**src/rtl/gvca_pkg.sv**
```systemverilog
// Shared types, codes and reset constants for the goal velocity command arbiter.
`default_nettype none

package gvca_pkg;

   // Input action codes.
   localparam logic [1:0] ACT_POSE    = 2'd0;
   localparam logic [1:0] ACT_GOAL    = 2'd1;
   localparam logic [1:0] ACT_PLANNER = 2'd2;
   localparam logic [1:0] ACT_TICK    = 2'd3;

   // Command source codes.
   localparam logic [1:0] SRC_HEARTBEAT = 2'd0;
   localparam logic [1:0] SRC_PLANNER   = 2'd1;
   localparam logic [1:0] SRC_GOAL_NAV  = 2'd2;
   localparam logic [1:0] SRC_GOAL_HOLD = 2'd3;

   // Register indexes of the configuration port.
   localparam int unsigned CSR_INDEX_W = 3;
   localparam int unsigned CSR_DATA_W  = 21;
   localparam logic [CSR_INDEX_W-1:0] REG_MODE_FLAGS      = 3'd0;
   localparam logic [CSR_INDEX_W-1:0] REG_GAIN_XY         = 3'd1;
   localparam logic [CSR_INDEX_W-1:0] REG_MAX_SPEED_XY    = 3'd2;
   localparam logic [CSR_INDEX_W-1:0] REG_GAIN_Z          = 3'd3;
   localparam logic [CSR_INDEX_W-1:0] REG_MAX_SPEED_Z     = 3'd4;
   localparam logic [CSR_INDEX_W-1:0] REG_REACH_RADIUS_XY = 3'd5;
   localparam logic [CSR_INDEX_W-1:0] REG_REACH_RADIUS_Z  = 3'd6;
   localparam logic [CSR_INDEX_W-1:0] REG_PLANNER_TIMEOUT = 3'd7;

   // Mode flag bit positions.
   localparam int unsigned MODE_NAV_EN_BIT    = 0;
   localparam int unsigned MODE_HEARTBEAT_BIT = 1;

   // Goal height after reset: 5 m in Q16.16.
   localparam logic [31:0] GOAL_Z_RESET = 32'd327680;

   // Saturation value of the planner age counter.
   localparam logic [15:0] AGE_MAX = 16'hFFFF;

   typedef logic [2:0][31:0] vec3_type;

   typedef struct packed {
      logic [1:0]         action;
      logic signed [31:0] val_x;
      logic signed [31:0] val_y;
      logic signed [31:0] val_z;
      logic signed [31:0] val_yaw_rate;
      logic               armed_offboard;
   } req_type;

   typedef struct packed {
      logic signed [31:0] cmd_vx;
      logic signed [31:0] cmd_vy;
      logic signed [31:0] cmd_vz;
      logic signed [31:0] cmd_yaw_rate;
      logic [1:0]         cmd_source;
   } rsp_type;

   typedef struct packed {
      logic [1:0]  mode_flags;
      logic [15:0] gain_xy;
      logic [20:0] max_speed_xy;
      logic [15:0] gain_z;
      logic [20:0] max_speed_z;
      logic [20:0] reach_radius_xy;
      logic [20:0] reach_radius_z;
      logic [15:0] planner_timeout_ticks;
   } cfg_type;

   localparam cfg_type CFG_RESET = '{
      mode_flags:            2'd3,
      gain_xy:               16'd205,
      max_speed_xy:          21'd65536,
      gain_z:                16'd205,
      max_speed_z:           21'd39322,
      reach_radius_xy:       21'd16384,
      reach_radius_z:        21'd13107,
      planner_timeout_ticks: 16'd6
   };

   // Outcome of one goal navigation pass: reached flag, magnitudes and signs per axis.
   typedef struct packed {
      logic        reached;
      logic        neg_x;
      logic        neg_y;
      logic        neg_z;
      logic [31:0] mag_x;
      logic [31:0] mag_y;
      logic [31:0] mag_z;
   } nav_result_type;

   typedef enum logic {
      T_IDLE,
      T_NAV
   } top_state_type;

   typedef enum logic [4:0] {
      N_IDLE,
      N_DIFF,
      N_R2,
      N_MX,
      N_MY,
      N_SXY,
      N_REACH,
      N_AX,
      N_AY,
      N_AZ,
      N_SAX,
      N_SAY,
      N_SCALE,
      N_NORM,
      N_NX,
      N_NY,
      N_SQRT,
      N_DPREP,
      N_DLOAD,
      N_DIV,
      N_DONE
   } nav_state_type;

endpackage

`default_nettype wire

```
**src/rtl/gvca_csr.sv**
```systemverilog
// Configuration register file of the goal velocity command arbiter.
`default_nettype none

module gvca_csr
   import gvca_pkg::*;
(
   input  logic                   clock,
   input  logic                   reset,
   input  logic                   csr_we,
   input  logic [CSR_INDEX_W-1:0] csr_index,
   input  logic [CSR_DATA_W-1:0]  csr_wdata,
   output cfg_type                cfg
);

   cfg_type cfg_ff;
   cfg_type cfg_in;

   // Decode the write index; each register keeps its own width.
   always_comb begin
      cfg_in = cfg_ff;
      if (csr_we) begin
         unique case (csr_index)
            REG_MODE_FLAGS:      cfg_in.mode_flags            = csr_wdata[1:0];
            REG_GAIN_XY:         cfg_in.gain_xy               = csr_wdata[15:0];
            REG_MAX_SPEED_XY:    cfg_in.max_speed_xy          = csr_wdata[20:0];
            REG_GAIN_Z:          cfg_in.gain_z                = csr_wdata[15:0];
            REG_MAX_SPEED_Z:     cfg_in.max_speed_z           = csr_wdata[20:0];
            REG_REACH_RADIUS_XY: cfg_in.reach_radius_xy       = csr_wdata[20:0];
            REG_REACH_RADIUS_Z:  cfg_in.reach_radius_z        = csr_wdata[20:0];
            REG_PLANNER_TIMEOUT: cfg_in.planner_timeout_ticks = csr_wdata[15:0];
            default: begin
            end
         endcase
      end
   end

   always_ff @(posedge clock) begin
      if (reset) begin
         cfg_ff <= CFG_RESET;
      end else begin
         cfg_ff <= cfg_in;
      end
   end

   assign cfg = cfg_ff;

endmodule

`default_nettype wire

```
**config.mk**
```make
export PLATFORM = sky130hd
export DESIGN_NAME = gvca_csr
export DESIGN_NICKNAME = d
export VERILOG_FILES = /design/src/rtl/gvca_pkg.sv /design/src/rtl/gvca_csr.sv
export SDC_FILE = /design/constraint.sdc
export NUM_CORES = 1
export LEC_CHECK = 0
export ABC_AREA = 1
export BUFFER_PORTS_ARGS = -buffer_cell sky130_fd_sc_hd__buf_2
export CAP_MARGIN = 20
export CORE_ASPECT_RATIO = 1.1
export CORE_MARGIN = 3
export CORE_UTILIZATION = 47
export DETAILED_ROUTE_END_ITERATION = 12
export PLACE_DENSITY = 0.84
export SLEW_MARGIN = 20
export SYNTH_ARGS = -nofsm -noshare
export SYNTH_HDL_FRONTEND = slang
export SYNTH_SLANG_ARGS = --single-unit
```
**constraint.sdc**
```tcl
create_clock -name clock -period 1.11 [get_ports clock]
set_clock_uncertainty 0.05 [all_clocks]
set_input_delay 0.0555 -clock clock [delete_from_list [all_inputs] [get_ports clock]]
set_output_delay 0.0555 -clock clock [all_outputs]
set_load 0.1 [all_outputs]
```
==> results.toml <==
[placement]
dpl.hpwl_mm = 13.4
dpl.cell_count = 1018
port_buffers = 160
place_ws_ns = -0.0237
routabilityCongestion = 0.835

[worst_setup_path]
crit_type = "reg -> out"
critical-path-max-stage-delay_ns = 0.38
worst_path_max_delay_cell = "dfxtp_2"
path_delay_family = "flip-flops"
cp.required_ns = 1.00
end_kind = "primary output"
cp_max_fo = 2
critPathBufInv = 1
critPathLaunchType = "flip-flop"
cp_cell_sequence = "buf_12"
arrival_ns = 0.99

[sta]
fin_crit_sh_pct = 98.6
fmax_mhz = 914
tightest_slew_ns = 0.418
setup_ws_ns = 0.0155
rsz0062_at_grt = "no"
timing.slew.headroom_pct = 72.1
hold_violations = 0
setup_viol = 0
tns_ns = 0
min_period_ns = 1.09
slew_violations = 0

[synthesis]
synth_ff_type = "dfxtp_1"
synth.area.top_cells = "dfxtp_1 (52%), nor2_1 (15%), nand2_1 (13%)"
avgSynthCellArea_um2 = 7.08
ys_types = 15
synthArstFlopShare_pct = 0
synth_seq_cells = 134
synth-seq-area-share_pct = 51.6
synth_top_area_share_pct = 51.6
synth.largest_area_cell = "dfxtp_1"
netlist_area_um2 = 5200
synth_most_common_cell = "nor2_1"
syn_nets = 762
synthCells = 735
yosys_warnings = 0
synth_edf_count = 0
synthTopCellsByCount = "nor2_1 (208), nand2_1 (186), dfxtp_1 (134), nand3_1 (122), inv_1 (25)"

[layout]
multiInputGateArea_um2 = 2180
post-route-util_pct = 87.6
finalNetCount = 939
seq_area_um2 = 2850
fill_cells = 497
antenna_cells = 0
stdcell_count = 1068
syn_to_final_growth_pct = 78.3
largest_reg_flops = 134
drive_gt1_share_pct = 39.5

[detailed_routing]
dr.pass1.iters = 5
dr.first_iter.drc_count = 414
vias_per_cell = 5.49
highest_layer = "met4"
vias = 5859
routedWlPerCell_um = 20.1
wl_met2_mm = 11.0
ant_nets = 0
wl_met1_mm = 7.27
drc = 0
wl_mm = 21.4
wl_met3_mm = 1.92

[pwr]
p_leak_nw = 4.05
vdd_drop_max_mv = 1.22
p_per_area_nw_per_um2 = 1510

[hold_path]
worstHoldPathType = "in -> reg"

[clocking]
root_buffer = "clkbuf_16"
post-cts-setup-buffers = 0
clk_path_buf_depth = 2
cts_tree = "yes"
htree_num_levels = 4
path_clk_slew_ns = 0.06
clock-sinks = 134
clkLatencyLatePin_ns = 0.41
cts_buffers = 17

[global_routing]
antenna_found_initial = 0
grt_start_max_net_pins = 72
track_usage_pct = 35.6
overflow = 0
grt_pass1_vias = 6139
grt_pass1_wl_mm = 33.3

[floorplanning]
start_util_pct = 49.1
fp.dieH_um = 116
rows = 39
io_pins = 161
core_um2 = 10600
dieArea_um2 = 12400
chipWidth_um = 106

[status]
status = "finished clean"

[job]
maxCapViolations = 0
## worst min-delay path: stages
cell	delay [ns]
buf_2	0.08
inv_1	0.09
nand3_1	0.10
nand2_1	0.05
nor2_1	0.08
## placed cells by master, fill, tap and decap left out
cell type,count
nor2_1,207
nand2_1,186
buf_12,147
dfxtp_2,133
nand3_1,122
buf_2,26
inv_1,24
dlygate4sd3_1,18
clkbuf_16,17
buf_4,12
clkinvlp_4,7
nor2_4,5
inv_6,4
inv_2,3
nand2_2,3
nor2_2,3
bufinv_16,3
clkbuf_1,2
inv_4,1
o21ai_0,1
dfxtp_4,1
## stage by stage
step	hold WS, ns	area, µm²	power, mW
final	0.0278	9280	14.0
after global routing	0.0559	9280	14.4
after CTS	0.0276	9270	14.0
after detailed placement	0.240	8490	8.18
after global placement	0.228	8490	8.11
after floorplan	0.119	5370	7.01
## timing repair
item,CTS,global route
setup endpoints to repair,0,4
hold endpoints to repair,35,0
hold buffers,18,0
resized for setup,0,2
## layer usage
layer	up-vias	global-route usage [%]
met5	-	0
met4	0	21.1
met3	98	10.3
met2	380	63.8
met1	2747	37.3
li1	2634	-
## kinds of logic (layout without fill, tap and decap cells)
kind of cell | Yosys count | after routing | share of synthesized area (%)
and+or+nand+nor | 526 | 526 | 41.8
DFF | 134 | 134 | 51.6
AOI/OAI and AO/OA | 1 | 1 | 0.0961
buffers and inverters | 74 | 264 | 6.59
## path summary, 6_finish.rpt
check,to,cells after the start,slack (ns),startpoint
setup / recovery,cfg[11],1,0.02,cfg[11]
hold / removal,cfg[54],5,0.03,csr_wdata[17]
setup reg to reg,cfg[96],2,0.27,cfg[96]
hold reg to reg,cfg[133],2,0.45,cfg[133]
## cell type report
type	instances	area share, %
clock buffer	19	4.67
clock inverter	13	1.83
inverter	29	1.24
multi-input combinational	527	23.5
sequential	134	30.7
tap	143	1.93
timing repair buffer	203	36.0
## power by group
part / switching [mW] / total (mW) / internal, mW
sequential: 0.197 / 5.21 / 5.02
combinational: 2.00 / 2.99 / 0.986
clock: 2.25 / 5.81 / 3.56
Note: power is estimated with default switching activity, not from simulation.
