## src/rtl/gvca_pkg.sv

```systemverilog
// Shared types, codes and reset constants for the goal velocity command arbiter.
`default_nettype none

package gvca_pkg;

   // Input action codes.
   localparam logic [1:0] ACT_POSE    = 2'd0;
   localparam logic [1:0] ACT_GOAL    = 2'd1;
   localparam logic [1:0] ACT_PLANNER = 2'd2;
   localparam logic [1:0] ACT_TICK    = 2'd3;

   // Command source codes.
   localparam logic [1:0] SRC_HEARTBEAT = 2'd0;
   localparam logic [1:0] SRC_PLANNER   = 2'd1;
   localparam logic [1:0] SRC_GOAL_NAV  = 2'd2;
   localparam logic [1:0] SRC_GOAL_HOLD = 2'd3;

   // Register indexes of the configuration port.
   localparam int unsigned CSR_INDEX_W = 3;
   localparam int unsigned CSR_DATA_W  = 21;
   localparam logic [CSR_INDEX_W-1:0] REG_MODE_FLAGS      = 3'd0;
   localparam logic [CSR_INDEX_W-1:0] REG_GAIN_XY         = 3'd1;
   localparam logic [CSR_INDEX_W-1:0] REG_MAX_SPEED_XY    = 3'd2;
   localparam logic [CSR_INDEX_W-1:0] REG_GAIN_Z          = 3'd3;
   localparam logic [CSR_INDEX_W-1:0] REG_MAX_SPEED_Z     = 3'd4;
   localparam logic [CSR_INDEX_W-1:0] REG_REACH_RADIUS_XY = 3'd5;
   localparam logic [CSR_INDEX_W-1:0] REG_REACH_RADIUS_Z  = 3'd6;
   localparam logic [CSR_INDEX_W-1:0] REG_PLANNER_TIMEOUT = 3'd7;

   // Mode flag bit positions.
   localparam int unsigned MODE_NAV_EN_BIT    = 0;
   localparam int unsigned MODE_HEARTBEAT_BIT = 1;

   // Goal height after reset: 5 m in Q16.16.
   localparam logic [31:0] GOAL_Z_RESET = 32'd327680;

   // Saturation value of the planner age counter.
   localparam logic [15:0] AGE_MAX = 16'hFFFF;

   typedef logic [2:0][31:0] vec3_type;

   typedef struct packed {
      logic [1:0]         action;
      logic signed [31:0] val_x;
      logic signed [31:0] val_y;
      logic signed [31:0] val_z;
      logic signed [31:0] val_yaw_rate;
      logic               armed_offboard;
   } req_type;

   typedef struct packed {
      logic signed [31:0] cmd_vx;
      logic signed [31:0] cmd_vy;
      logic signed [31:0] cmd_vz;
      logic signed [31:0] cmd_yaw_rate;
      logic [1:0]         cmd_source;
   } rsp_type;

   typedef struct packed {
      logic [1:0]  mode_flags;
      logic [15:0] gain_xy;
      logic [20:0] max_speed_xy;
      logic [15:0] gain_z;
      logic [20:0] max_speed_z;
      logic [20:0] reach_radius_xy;
      logic [20:0] reach_radius_z;
      logic [15:0] planner_timeout_ticks;
   } cfg_type;

   localparam cfg_type CFG_RESET = '{
      mode_flags:            2'd3,
      gain_xy:               16'd205,
      max_speed_xy:          21'd65536,
      gain_z:                16'd205,
      max_speed_z:           21'd39322,
      reach_radius_xy:       21'd16384,
      reach_radius_z:        21'd13107,
      planner_timeout_ticks: 16'd6
   };

   // Outcome of one goal navigation pass: reached flag, magnitudes and signs per axis.
   typedef struct packed {
      logic        reached;
      logic        neg_x;
      logic        neg_y;
      logic        neg_z;
      logic [31:0] mag_x;
      logic [31:0] mag_y;
      logic [31:0] mag_z;
   } nav_result_type;

   typedef enum logic {
      T_IDLE,
      T_NAV
   } top_state_type;

   typedef enum logic [4:0] {
      N_IDLE,
      N_DIFF,
      N_R2,
      N_MX,
      N_MY,
      N_SXY,
      N_REACH,
      N_AX,
      N_AY,
      N_AZ,
      N_SAX,
      N_SAY,
      N_SCALE,
      N_NORM,
      N_NX,
      N_NY,
      N_SQRT,
      N_DPREP,
      N_DLOAD,
      N_DIV,
      N_DONE
   } nav_state_type;

endpackage

`default_nettype wire

```

## src/rtl/gvca_nav.sv

```systemverilog
// Goal navigation sequencer around one shared multiplier, adder and comparator.
`default_nettype none

module gvca_nav
   import gvca_pkg::*;
(
   input  logic           clock,
   input  logic           reset,
   input  logic           start,
   input  cfg_type        cfg,
   input  vec3_type       goal,
   input  vec3_type       pose,
   output logic           done,
   output nav_result_type result
);

   nav_state_type state_ff;
   nav_state_type state_in;

   logic [63:0] prod_ff;
   logic [63:0] acc_ff;
   logic [63:0] root_ff;
   logic [62:0] bit_ff;
   logic [41:0] r2_ff;
   logic [31:0] mx_ff;
   logic [31:0] my_ff;
   logic [31:0] mz_ff;
   logic        negx_ff;
   logic        negy_ff;
   logic        negz_ff;
   logic        reached_ff;
   logic [39:0] ax_ff;
   logic [39:0] ay_ff;
   logic [20:0] az_ff;
   logic [39:0] bx_ff;
   logic [39:0] by_ff;
   logic [54:0] rem_ff;
   logic [54:0] ds_ff;
   logic [21:0] q_ff;
   logic [4:0]  cnt_ff;
   logic        comp_ff;

   // Shared arithmetic unit operands.
   logic [31:0] mul_a;
   logic [31:0] mul_b;
   logic [63:0] mul_p;
   logic [63:0] add_a;
   logic [63:0] add_b;
   logic [63:0] add_y;
   logic [63:0] cmp_a;
   logic [63:0] cmp_b;
   logic [64:0] cmp_d;
   logic        cmp_ge;

   logic [32:0] dmx;
   logic [32:0] dmy;
   logic [32:0] dmz;
   logic [39:0] big_w;
   logic [39:0] rnd_w;
   logic [20:0] az_clamp;
   logic        ax_big;
   logic        reach_hit;
   logic        scale_w;
   logic        norm_ok;
   logic [21:0] q_next;

   // Goal minus pose, saturated to 32 bits; returns sign and magnitude.
   function automatic logic [32:0] sat_diff_mag(input logic [31:0] g, input logic [31:0] p);
      logic [32:0] d;
      logic [31:0] s;
      d = {g[31], g} - {p[31], p};
      if (d[32] != d[31]) begin
         s = d[32] ? 32'h8000_0000 : 32'h7FFF_FFFF;
      end else begin
         s = d[31:0];
      end
      return {s[31], s[31] ? (~s + 32'd1) : s};
   endfunction

   assign mul_p  = mul_a * mul_b;
   assign add_y  = add_a + add_b;
   assign cmp_d  = {1'b0, cmp_a} - {1'b0, cmp_b};
   assign cmp_ge = ~cmp_d[64];

   // Per-axis differences and the small decisions of the sequence.
   assign dmx       = sat_diff_mag(goal[0], pose[0]);
   assign dmy       = sat_diff_mag(goal[1], pose[1]);
   assign dmz       = sat_diff_mag(goal[2], pose[2]);
   assign big_w     = (bx_ff >= by_ff) ? bx_ff : by_ff;
   assign norm_ok   = (big_w[39:31] == 9'd0) && big_w[30];
   assign rnd_w     = add_y[47:8];
   assign az_clamp  = (rnd_w > {19'd0, cfg.max_speed_z}) ? cfg.max_speed_z : rnd_w[20:0];
   assign ax_big    = (|ax_ff[39:21]) || (|ay_ff[39:21]);
   assign reach_hit = ~cmp_ge && (mz_ff < {11'd0, cfg.reach_radius_z});
   assign scale_w   = ax_big || ~cmp_ge;
   assign q_next    = {q_ff[20:0], cmp_ge};

   // Next state.
   always_comb begin
      state_in = state_ff;
      unique case (state_ff)
         N_IDLE:  if (start) state_in = N_DIFF;
         N_DIFF:  state_in = N_R2;
         N_R2:    state_in = N_MX;
         N_MX:    state_in = N_MY;
         N_MY:    state_in = N_SXY;
         N_SXY:   state_in = N_REACH;
         N_REACH: state_in = reach_hit ? N_DONE : N_AX;
         N_AX:    state_in = N_AY;
         N_AY:    state_in = N_AZ;
         N_AZ:    state_in = N_SAX;
         N_SAX:   state_in = N_SAY;
         N_SAY:   state_in = N_SCALE;
         N_SCALE: state_in = scale_w ? N_NORM : N_DONE;
         N_NORM:  if (norm_ok) state_in = N_NX;
         N_NX:    state_in = N_NY;
         N_NY:    state_in = N_SQRT;
         N_SQRT:  if (cnt_ff == 5'd0) state_in = N_DPREP;
         N_DPREP: state_in = N_DLOAD;
         N_DLOAD: state_in = N_DIV;
         N_DIV: begin
            if (cnt_ff == 5'd0) begin
               state_in = comp_ff ? N_DONE : N_DLOAD;
            end
         end
         N_DONE:  state_in = N_IDLE;
         default: state_in = N_IDLE;
      endcase
   end

   // Operand selection for the shared units, and the done strobe.
   always_comb begin
      mul_a = 32'd0;
      mul_b = 32'd0;
      add_a = 64'd0;
      add_b = 64'd0;
      cmp_a = 64'd0;
      cmp_b = 64'd0;
      done  = (state_ff == N_DONE);
      unique case (state_ff)
         N_R2: begin
            mul_a = {11'd0, cfg.reach_radius_xy};
            mul_b = {11'd0, cfg.reach_radius_xy};
         end
         N_MX: begin
            mul_a = mx_ff;
            mul_b = mx_ff;
         end
         N_MY: begin
            mul_a = my_ff;
            mul_b = my_ff;
         end
         N_SXY: begin
            add_a = acc_ff;
            add_b = prod_ff;
         end
         N_REACH: begin
            cmp_a = acc_ff;
            cmp_b = {22'd0, r2_ff};
            mul_a = {16'd0, cfg.gain_xy};
            mul_b = mx_ff;
         end
         N_AX: begin
            add_a = prod_ff;
            add_b = 64'd128;
            mul_a = {16'd0, cfg.gain_xy};
            mul_b = my_ff;
         end
         N_AY: begin
            add_a = prod_ff;
            add_b = 64'd128;
            mul_a = {16'd0, cfg.gain_z};
            mul_b = mz_ff;
         end
         N_AZ: begin
            add_a = prod_ff;
            add_b = 64'd128;
            mul_a = ax_ff[31:0];
            mul_b = ax_ff[31:0];
         end
         N_SAX: begin
            mul_a = ay_ff[31:0];
            mul_b = ay_ff[31:0];
         end
         N_SAY: begin
            add_a = acc_ff;
            add_b = prod_ff;
            mul_a = {11'd0, cfg.max_speed_xy};
            mul_b = {11'd0, cfg.max_speed_xy};
         end
         N_SCALE: begin
            cmp_a = prod_ff;
            cmp_b = acc_ff;
         end
         N_NORM: begin
            mul_a = bx_ff[31:0];
            mul_b = bx_ff[31:0];
         end
         N_NX: begin
            mul_a = by_ff[31:0];
            mul_b = by_ff[31:0];
         end
         N_NY: begin
            add_a = acc_ff;
            add_b = prod_ff;
         end
         N_SQRT: begin
            add_a = root_ff;
            add_b = {1'b0, bit_ff};
            cmp_a = acc_ff;
            cmp_b = add_y;
         end
         N_DPREP: begin
            mul_a = {11'd0, cfg.max_speed_xy};
            mul_b = bx_ff[31:0];
         end
         N_DLOAD: begin
            add_a = {prod_ff[62:0], 1'b0};
            add_b = {32'd0, root_ff[31:0]};
         end
         N_DIV: begin
            cmp_a = {9'd0, rem_ff};
            cmp_b = {9'd0, ds_ff};
            mul_a = {11'd0, cfg.max_speed_xy};
            mul_b = by_ff[31:0];
         end
         default: begin
         end
      endcase
   end

   always_ff @(posedge clock) begin
      if (reset) begin
         state_ff <= N_IDLE;
      end else begin
         state_ff <= state_in;
      end
   end

   // Datapath registers; the multiplier product is captured every cycle.
   always_ff @(posedge clock) begin
      prod_ff <= mul_p;
      case (state_ff)
         N_DIFF: begin
            {negx_ff, mx_ff} <= dmx;
            {negy_ff, my_ff} <= dmy;
            {negz_ff, mz_ff} <= dmz;
            reached_ff       <= 1'b0;
         end
         N_MX:    r2_ff <= prod_ff[41:0];
         N_MY:    acc_ff <= prod_ff;
         N_SXY:   acc_ff <= add_y;
         N_REACH: reached_ff <= reach_hit;
         N_AX:    ax_ff <= rnd_w;
         N_AY:    ay_ff <= rnd_w;
         N_AZ:    az_ff <= az_clamp;
         N_SAX:   acc_ff <= prod_ff;
         N_SAY:   acc_ff <= add_y;
         N_SCALE: begin
            bx_ff <= ax_ff;
            by_ff <= ay_ff;
         end
         // Bring the larger component into [2^30, 2^31) by a common shift.
         N_NORM: begin
            if (big_w[39:31] != 9'd0) begin
               bx_ff <= bx_ff >> 1;
               by_ff <= by_ff >> 1;
            end else if (big_w[30:26] == 5'd0) begin
               bx_ff <= bx_ff << 4;
               by_ff <= by_ff << 4;
            end else if (!big_w[30]) begin
               bx_ff <= bx_ff << 1;
               by_ff <= by_ff << 1;
            end
         end
         N_NX: acc_ff <= prod_ff;
         N_NY: begin
            acc_ff  <= add_y;
            root_ff <= 64'd0;
            bit_ff  <= {1'b1, 62'd0};
            cnt_ff  <= 5'd31;
         end
         // One root step per cycle, the radicand remainder kept in acc.
         N_SQRT: begin
            if (cmp_ge) begin
               acc_ff  <= cmp_d[63:0];
               root_ff <= (root_ff >> 1) + {1'b0, bit_ff};
            end else begin
               root_ff <= root_ff >> 1;
            end
            bit_ff <= bit_ff >> 2;
            cnt_ff <= cnt_ff - 5'd1;
         end
         N_DPREP: comp_ff <= 1'b0;
         N_DLOAD: begin
            rem_ff <= add_y[54:0];
            ds_ff  <= {1'b0, root_ff[31:0], 22'd0};
            q_ff   <= 22'd0;
            cnt_ff <= 5'd21;
         end
         // Restoring division, one quotient bit per cycle.
         N_DIV: begin
            if (cmp_ge) begin
               rem_ff <= cmp_d[54:0];
            end
            q_ff   <= q_next;
            ds_ff  <= ds_ff >> 1;
            cnt_ff <= cnt_ff - 5'd1;
            if (cnt_ff == 5'd0) begin
               if (!comp_ff) begin
                  ax_ff   <= {18'd0, q_next};
                  comp_ff <= 1'b1;
               end else begin
                  ay_ff <= {18'd0, q_next};
               end
            end
         end
         default: begin
         end
      endcase
   end

   assign result = '{
      reached: reached_ff,
      neg_x:   negx_ff,
      neg_y:   negy_ff,
      neg_z:   negz_ff,
      mag_x:   ax_ff[31:0],
      mag_y:   ay_ff[31:0],
      mag_z:   {11'd0, az_ff}
   };

   // A pass is only started while the sequencer is idle.
   a_start_idle: assert property (@(posedge clock) disable iff (reset)
      start |-> state_ff == N_IDLE)
      else $error("navigation started while busy");

   // Moving commands never exceed the speed limit range.
   a_mag_range: assert property (@(posedge clock) disable iff (reset)
      (done && !result.reached) |->
         (result.mag_x[31:22] == 10'd0) && (result.mag_y[31:22] == 10'd0)
         && (result.mag_z[31:21] == 11'd0))
      else $error("navigation magnitude out of range");

   // After normalization the norm lies in [2^30, 2^32), so the divisor is nonzero.
   a_norm_range: assert property (@(posedge clock) disable iff (reset)
      state_ff == N_DLOAD |-> (root_ff[63:32] == 32'd0) && (root_ff[31:30] != 2'd0))
      else $error("norm outside normalized range");

endmodule

`default_nettype wire

```

## config.mk

```make
export PLATFORM = sky130hd
export DESIGN_NAME = gvca_nav
export DESIGN_NICKNAME = d
export VERILOG_FILES = /design/src/rtl/gvca_pkg.sv /design/src/rtl/gvca_nav.sv
export SDC_FILE = /design/constraint.sdc
export NUM_CORES = 2
export LEC_CHECK = 0
export ABC_CLOCK_PERIOD_IN_PS = 16420
export BUFFER_PORTS_ARGS = -buffer_cell sky130_fd_sc_hd__buf_2
export CORE_ASPECT_RATIO = 0.7
export CORE_MARGIN = 2
export CORE_UTILIZATION = 40
export DETAILED_ROUTE_END_ITERATION = 16
export SETUP_SLACK_MARGIN = 0.2
export SKIP_CTS_REPAIR_TIMING = 1
export SLEW_MARGIN = 40
export SYNTH_ARGS = -nofsm -noshare
export SYNTH_HDL_FRONTEND = slang
export SYNTH_SLANG_ARGS = --single-unit
```

## constraint.sdc

```tcl
create_clock -name clock -period 16.42 [get_ports clock]
set_input_delay 1.642 -clock clock [delete_from_list [all_inputs] [get_ports clock]]
set_output_delay 1.642 -clock clock [all_outputs]
set_load 0.01 [all_outputs]
```

==> impl_metrics.toml <==
[status]
status = "completed"

[sta]
finalCritPeriodShare = 0.7461
worst_slew_pin_slew_ps = 971.6
fmax_mhz = 81.63
tns_ps = 0
clock_skew_ps = 46.49
grt_setup_unrepaired = "no"
setup_viol = 0
hold_violations = 0
holdWs_ps = 523.9
maxSlewHeadroom = 0.3523
slew_violations = 0
finalCriticalPeriod_ps = 12250

[worst_hold_path]
hold_depth = 1
worstHoldPathType = "reg2reg"
hp-start = "q_ff[7]"
holdPathEnd = "q_ff[8]"

[worst_setup_path]
worst-path-max-fanout = 65
worstPathArrival_ps = 12840
r2r_slack_ps = 4170
end_kind = "register"
setup.worst_path.class = "reg2reg"
crit_path_start_kind = "register"
timing.rr.end = "prod_ff[62]"
cp_common_cell = "fa_1"
cp.required_ps = 17010
reg2reg_from = "state_ff[3]"
cp_slowest_stage_delay_ps = 820
crit_path_top_delay_cell = "or2_2"
worstSetupStartpoint = "state_ff[3]"
r2r_cells = 36

[power_and_ir_drop]
leakagePower_nw = 42.96
power.density_mw_per_mm2 = 72.92
ir_drop_uv = 72.36
totalPowerFinal_mw = 6.866

[yosys]
yosysWarnings = 0
postSynthAreaPerCell_um2 = 8.767
synth_compound_area_frac = 0.1716
synth_fa_ha_area_frac = 0.2973
synth_mux_area_frac = 0.01369
synth-main-ff-cell = "edfxtp_1"
synth_top_family_by_area = "adder cells"
synth_commonest_cells = "inv_1 (1313), nand2_1 (1271), fa_1 (901), nor2_1 (897), edfxtp_1 (619)"
ys_types = 117
synthXorXnorAreaFrac = 0.03433
synth-seq-cells = 688
yosysMostFrequentCell = "inv_1"
netlist_top_cells_area = "edfxtp_1 (22%), fa_1 (21%), ha_1 (8.8%)"
seq_area_frac_synth = 0.2310
synth_edf_count = 619
synth_top_area_share = 0.2150
yosys.area.top_type = "edfxtp_1"
synthArstFlopShare = 0
synth_area_mm2 = 0.08644
yosys.area_share.simple = 0.1629
synthCells = 9860

[cts]
cts_tree = "built"
cts_root_buffer = "clkbuf_16"
cts.sinks = 688
cts.reportedPaths.clkPinSlew_ps = 70
cts_buffers = 77
clockBufferDepth = 3
clk_latency_ps = 720
htreeDepth = 3

[floorplanning]
die-area_mm2 = 0.2199
fp.dieH_um = 392.9
fp.dieW_um = 559.6
core_mm2 = 0.2144
start_util = 0.4031
num_rows = 142
pin_count = 430

[layout]
n_fill_cell = 21260
drive_above_1_share = 0.09098
fin_nets = 11770
final_util = 0.4391
multi_input_comb_area_mm2 = 0.05923
final-seq-area_mm2 = 0.01997
area_growth_pct = 8.925

[route]
drcViolationCount = 0
via_count = 78240
wirelength_um = 354100
vias_per_cell = 6.076
drt_iter0_drc = 11180
dr.pass1.iters = 13
postRouteAntennaNets = 0
wl_per_cell_um = 27.50

[placed_design]
io_buffers = 400
hpwl_um = 278800
place.gp.congestion = 1.027

[global_route]
grt_use_total = 0.3156
grt_max_degree = 130
grt_overflow = 0
grt_pass1_wl_um = 514300
grt_pass1_vias = 74900
antenna_found_initial = 27

[flow_run]
cap_violations = 0
[sequential cells by signal, summed over array words and instances, names as in the netlist, 5 cells and up]
register and flops:
acc_ff 64, ax_ff 40, ay_ff 40, az_ff 21, bit_ff 32, bx_ff 40, by_ff 40, cnt_ff 5
ds_ff 54, mx_ff 32, my_ff 32, mz_ff 32, prod_ff 64, q_ff 21, r2_ff 42, rem_ff 55
root_ff 64, state_ff 5
[critical path, delay by kind of cell (launching register included)]
kind | cells | cell delay, ps
buffers and inverters | 9 | 1480
AND/OR/NAND/NOR | 10 | 3590
AO/OA/AOI/OAI | 7 | 2100
XOR/XNOR | 1 | 130
flip-flops | 1 | 520
adder cells (fa/ha/maj) | 9 | 4200
[cells by family after synthesis]
| logic type | count (synthesis) |
|---|---|
| flops | 688 |
| fa+ha+maj | 1514 |
| other cells | 1 |
| xor+xnor | 338 |
| compound gates | 2133 |
| mux | 114 |
| simple gates | 3123 |
| buf+inv | 1949 |
[power by group]
part | internal, mW | switching, mW
clock network | 1.09 | 0.836
logic | 0.854 | 1.80
registers | 2.08 | 0.206
total | 4.03 | 2.84
[layer usage]
| layer | global-route usage | vias to the layer above | wire length (µm) |
|---|---|---|---|
| met5 | 0 | - | 133 |
| met4 | 0.1181 | 20 | 15720 |
| met3 | 0.07992 | 669 | 42600 |
| met2 | 0.4477 | 4710 | 143400 |
| met1 | 0.4586 | 38900 | 152200 |
| li1 | - | 33940 | - |
[metrics by stage]
stage	area [µm²]	std cells	setup slack [ps]
2_1_floorplan	86480	9870	5814
3_3_place_gp	91230	12720	3492
3_5_place_dp	91280	12720	3486
4_1_cts	93990	12860	3418
5_1_grt	94150	12870	3562
6_report	94160	12880	4170
[placed cells by master, fill, tap and decap left out, types with 118 or more instances in the layout]
cell and n:
a22oi_1 140, xor2_1 151, nor2_1 891, fa_1 901, nand3_1 140, a222oi_1 188
buf_2 402, edfxtp_1 619, inv_1 1313, a21o_1 201, o21ai_0 392, a21oi_1 427
buf_4 186, nand2_1 1267, xnor2_1 185, and2_1 118, ha_1 611
[layout make-up]
cell class                      count  share of cell area
Clock buffer                       99             0.02264
Clock inverter                     44            0.006153
Antenna cell                        5           0.0001329
Tap cell                         2880             0.03827
Timing Repair Buffer              603             0.03870
Inverter                         1324             0.05286
Sequential cell                   688              0.2121
Multi-Input combinational cell   7233              0.6291
[worst max-delay path by stage]
stage | to | slack [ps] | depth (start not counted)
floorplan | prod_ff[50] | 5810 | 34
global placement | prod_ff[63] | 3490 | 30
detailed placement | prod_ff[62] | 3490 | 33
CTS | prod_ff[62] | 3420 | 33
global route | prod_ff[62] | 3560 | 36
finish | prod_ff[62] | 4170 | 36
Note: power is estimated with default switching activity, not from simulation.
